## config.mk

```make
export PLATFORM = sky130hd
export DESIGN_NAME = lkfr_ram
export DESIGN_NICKNAME = d
export VERILOG_FILES = /design/src/rtl/lkfr_ram.sv
export SDC_FILE = /design/constraint.sdc
export NUM_CORES = 1
export LEC_CHECK = 0
export ABC_AREA = 1
export BUFFER_PORTS_ARGS = -buffer_cell sky130_fd_sc_hd__buf_4
export CAP_MARGIN = 30
export CORE_UTILIZATION = 45
export DETAILED_ROUTE_END_ITERATION = 10
export HOLD_SLACK_MARGIN = 0.1
export PLACE_DENSITY = 0.7
export SYNTH_ARGS = -nofsm -noshare
export SYNTH_HDL_FRONTEND = slang
export SYNTH_SLANG_ARGS = --single-unit
```

## constraint.sdc

```tcl
create_clock -name clk -period 2.95 [get_ports clk]
set_input_delay 0.4425 -clock clk [delete_from_list [all_inputs] [get_ports clk]]
set_output_delay 0.4425 -clock clk [all_outputs]
set_load 0.01 [all_outputs]
```

## src/rtl/lkfr_ram.sv

```systemverilog
// Generic single-port-write, single-port-read RAM with registered read data.
// No dependencies.
`default_nettype none

module lkfr_ram #(
	parameter int WIDTH = 8,
	parameter int DEPTH = 64
) (
	input  wire logic                     clk,
	input  wire logic                     we,
	input  wire logic [$clog2(DEPTH)-1:0] waddr,
	input  wire logic [WIDTH-1:0]         wdata,
	input  wire logic                     re,
	input  wire logic [$clog2(DEPTH)-1:0] raddr,
	output logic      [WIDTH-1:0]         rdata
);

	logic [WIDTH-1:0] mem_q [DEPTH];

	always_ff @(posedge clk) begin
		if (we) begin
			mem_q[waddr] <= wdata;
		end
		if (re) begin
			rdata <= mem_q[raddr];
		end
	end

endmodule

`default_nettype wire

```

# Yosys cells after proc, flatten, opt, wreduce, memory -nomap -nowiden
# Memories as Yosys holds them, arrays and structs flattened. A register that Yosys moved wholly into a read port is not among the register bits.
# Index checks and enable logic that the tools add are counted.
# classes
mux	2
# op_table
operator	count
$mux 1	2
# word_totals
output_inout_bits	8
n_memories	1
register_bits	0
mem_bits_rw	512
inputBits	23
# mem_list
memory	words	word_bits	rd	rd_ports_with_merged_regs	write_ports	line	text
mem_q	64	8	1	1	1	18	logic [WIDTH-1:0] mem_q [DEPTH];

# Logic depth before layout (Yosys ltp)
# logic_depth
ltp_word	2
mapped_depth	12

# Least setup slack after synthesis
# OpenSTA, ideal clock, no wires.
# synth_path
path_kind	input to register
start	input we
end	memory mem_q[48][0] (enable)
path_buffers	1
setup_ps	395
stages	3
slack_ps	741
arrival_time_ps	1814
cell_sequence	clkbuf_1 -> nand4_1 -> nor4_1
# synth_between
elab_chain_len	2
# synth_rtl
element	line	text
from (decl)	10	input wire logic we,
$mux 1	21	if (we) begin
$mux 1 (not written as such)	22	mem_q[waddr] <= wdata;
to (decl)	18	
# Every way passes these cells.

==> metrics <==
Netlist cell types 15; Crit. End Element flip-flop; clk sink count 520; setup TNS 0 ns; Synth Flop Type edfxtp_1; share of layout cells above drive strength 1 8.08%; clock latency on the worst-skew pair 0.59 ns; GRT Total Usage 22.0%; Core Rows 79; run status finished with violations; total global routing overflow 0; reg2reg setup slack 1.43 ns; post-CTS setup buffers 0; WP data arrival 2.17 ns; HP Class in2reg; DRT Wirelength 52.1 mm; antenna violations before repair 1; Yosys warnings 0; CP Max Fanout 64; Sw Pwr 0.00341 W; Slew Limit Fails 0; area of the multi-input gates 0.00495 mm²; Worst Hold Slack 0.178 ns; Fillers 3971; Avg WL per Cell 21.0 µm; violated checks DRC; Post-DRT Antenna Nets 0; PwrDens 642 mW/mm²; Setup CP Type in2reg; count of port buffers added during placement 30; max-cap violation count 0; Pre-antenna DRT Iters 9; first-pass GRT wire length 79.5 mm; worst clock skew 0.0156 ns; vias in the first global route 13400; Core Box Area 0.0468 mm²; Die H 220 µm; Final setup viols 0; RSZ-0062 raised after global routing no; Initial DRC Count 1580; commonest cells in the netlist nand2_1, edfxtp_1, nand3_1, nor2_1, buf_2; CTS Hold Bufs 0; hpwl dp 29.8 mm; DRC Markers 1; H-tree lvl count 2; Max Root-Sink Buffers 3; clock slew at reported path FFs 0.06 ns; placed cells 2384; placed inst area 0.0221 mm²; Worst Tran Pin Value 0.890 ns; final hold vios 0; clk root buf clkbuf_16; Max Fclk 0.548 GHz; Logic pwr share 6.3%; FF+latch area 0.0156 mm²; DR vias 13900; mean post-synth cell area 11.9 µm²; design area 0.0236 mm²; Final period util 61.8%; Int Power 0.0118 W; Clk pwr share 39.6%; Synth Instances 1805; vias per cell 5.60; area leader, netlist edfxtp_1; Mapped Area 0.0214 mm²; Switching Fraction 22.5%; final core utilization 50.6%; Synth Register Bits 520; # IOs 31; crit path time final 1.82 ns; syn nets 1828; Initial Util 45.8%; Flop pwr share 54.2%; die area 0.0485 mm²; net count reported at finish 1853; Post-synth EDFFs 520; post_cts resized 0; TritonCTS Buffers 51; slew margin rel. 40.4%; leakage 8.47 nW; startpoint types input port; area fraction of the dominant cell type after synthesis 72.9%; pin count of the biggest net entering global routing 115; WP data required 3.29 ns; final RePlAce weighted congestion 0.873; CTS tree built; Area Growth Syn to Fin 10.4%; die width 220 µm; maximum VDD drop 442 µV; antenna diode count 0; final cell count without fillers 2476; FFs w/ async S/R, synth 0%; post-synthesis sequential area ratio 72.9%; cell with the most instances after synthesis nand2_1; synth top area cells edfxtp_1, nand2_1, nand3_1
-- routing by layer --
| metal | up-vias | track usage (%) | share of wire (%) |
|---|---|---|---|
| li1 | 6399 | - | - |
| met1 | 6687 | 31.3 | 42 |
| met2 | 678 | 33.1 | 44 |
| met3 | 97 | 6.08 | 12 |
| met4 | 2 | 6.74 | 2.5 |
| met5 | - | 0 | 0.025 |
-- kinds of logic (layout without fill, tap and decap cells) --
| logic type | count (synthesis) | after routing | synth area share (%) |
|---|---|---|---|
| AND/OR/NAND/NOR | 1160 | 1160 | 23.1 |
| buffers and inverters | 125 | 189 | 4.01 |
| flip-flops | 520 | 520 | 72.9 |
-- critical path, stage by stage --
cell and delay [ns]:
buf_4 0.41, buf_12 0.37, nand3_1 0.22, nand3_1 0.13, nand2_1 0.07, nand2_1 0.07, nand3_1 0.17, nand3_1 0.16
nand2_1 0.06
-- placed cells by master (no fill, tap or decap), types with 2 or more instances in the layout --
cell         n
clkbuf_1    11
clkbuf_16   51
nand4_1      9
buf_12       9
nor4_1       8
inv_1        9
bufinv_16    2
nor2_1      56
inv_6        4
buf_4       74
nand2_1    648
clkinv_2     6
nand3_1    439
clkinv_1    18
edfxtp_1   520
-- layout make-up --
cell class                      count  share of cell area (%)
Sequential cell                   520                    66.0
Clock inverter                     30                   0.810
Timing Repair Buffer               85                    3.23
Tap cell                          607                    3.21
Inverter                           12                   0.222
Clock buffer                       62                    5.57
Multi-Input combinational cell   1160                    20.9
-- through the flow --
| step | worst slack [ns] | power, W |
|---|---|---|
| 2_1_floorplan | 0.741 | 0.00894 |
| 3_3_place_gp | 0.588 | 0.00931 |
| 3_5_place_dp | 0.590 | 0.00933 |
| 4_1_cts | 1.20 | 0.0152 |
| 5_1_grt | 1.04 | 0.0156 |
| 6_report | 1.13 | 0.0152 |
-- power by group through the flow --
stage | Combinational (W) | Clock, W | Sequential, W
after floorplan | 0.000575 | 0 | 0.00837
final | 0.000954 | 0.00601 | 0.00823
after global placement | 0.000927 | 0 | 0.00838
after global routing | 0.00104 | 0.00633 | 0.00823
after CTS | 0.000948 | 0.00607 | 0.00822
after detailed placement | 0.000945 | 0 | 0.00838
-- final timing paths --
kind                               start                  to  depth (start not counted)
hold / removal                        re  rdata[3]$_DFFE_PP_                          1
setup / recovery                raddr[1]  rdata[5]$_DFFE_PP_                          9
hold reg to reg   mem_q[22][3]$_DFFE_PP_  rdata[3]$_DFFE_PP_                          8
setup reg to reg  mem_q[53][1]$_DFFE_PP_  rdata[1]$_DFFE_PP_                          8
-- sequential cells by signal, summed over array words and instances (netlist names) --
register / flops
rdata: 8
mem_q: 512
No activity file was read; power rests on OpenSTA's default activity.
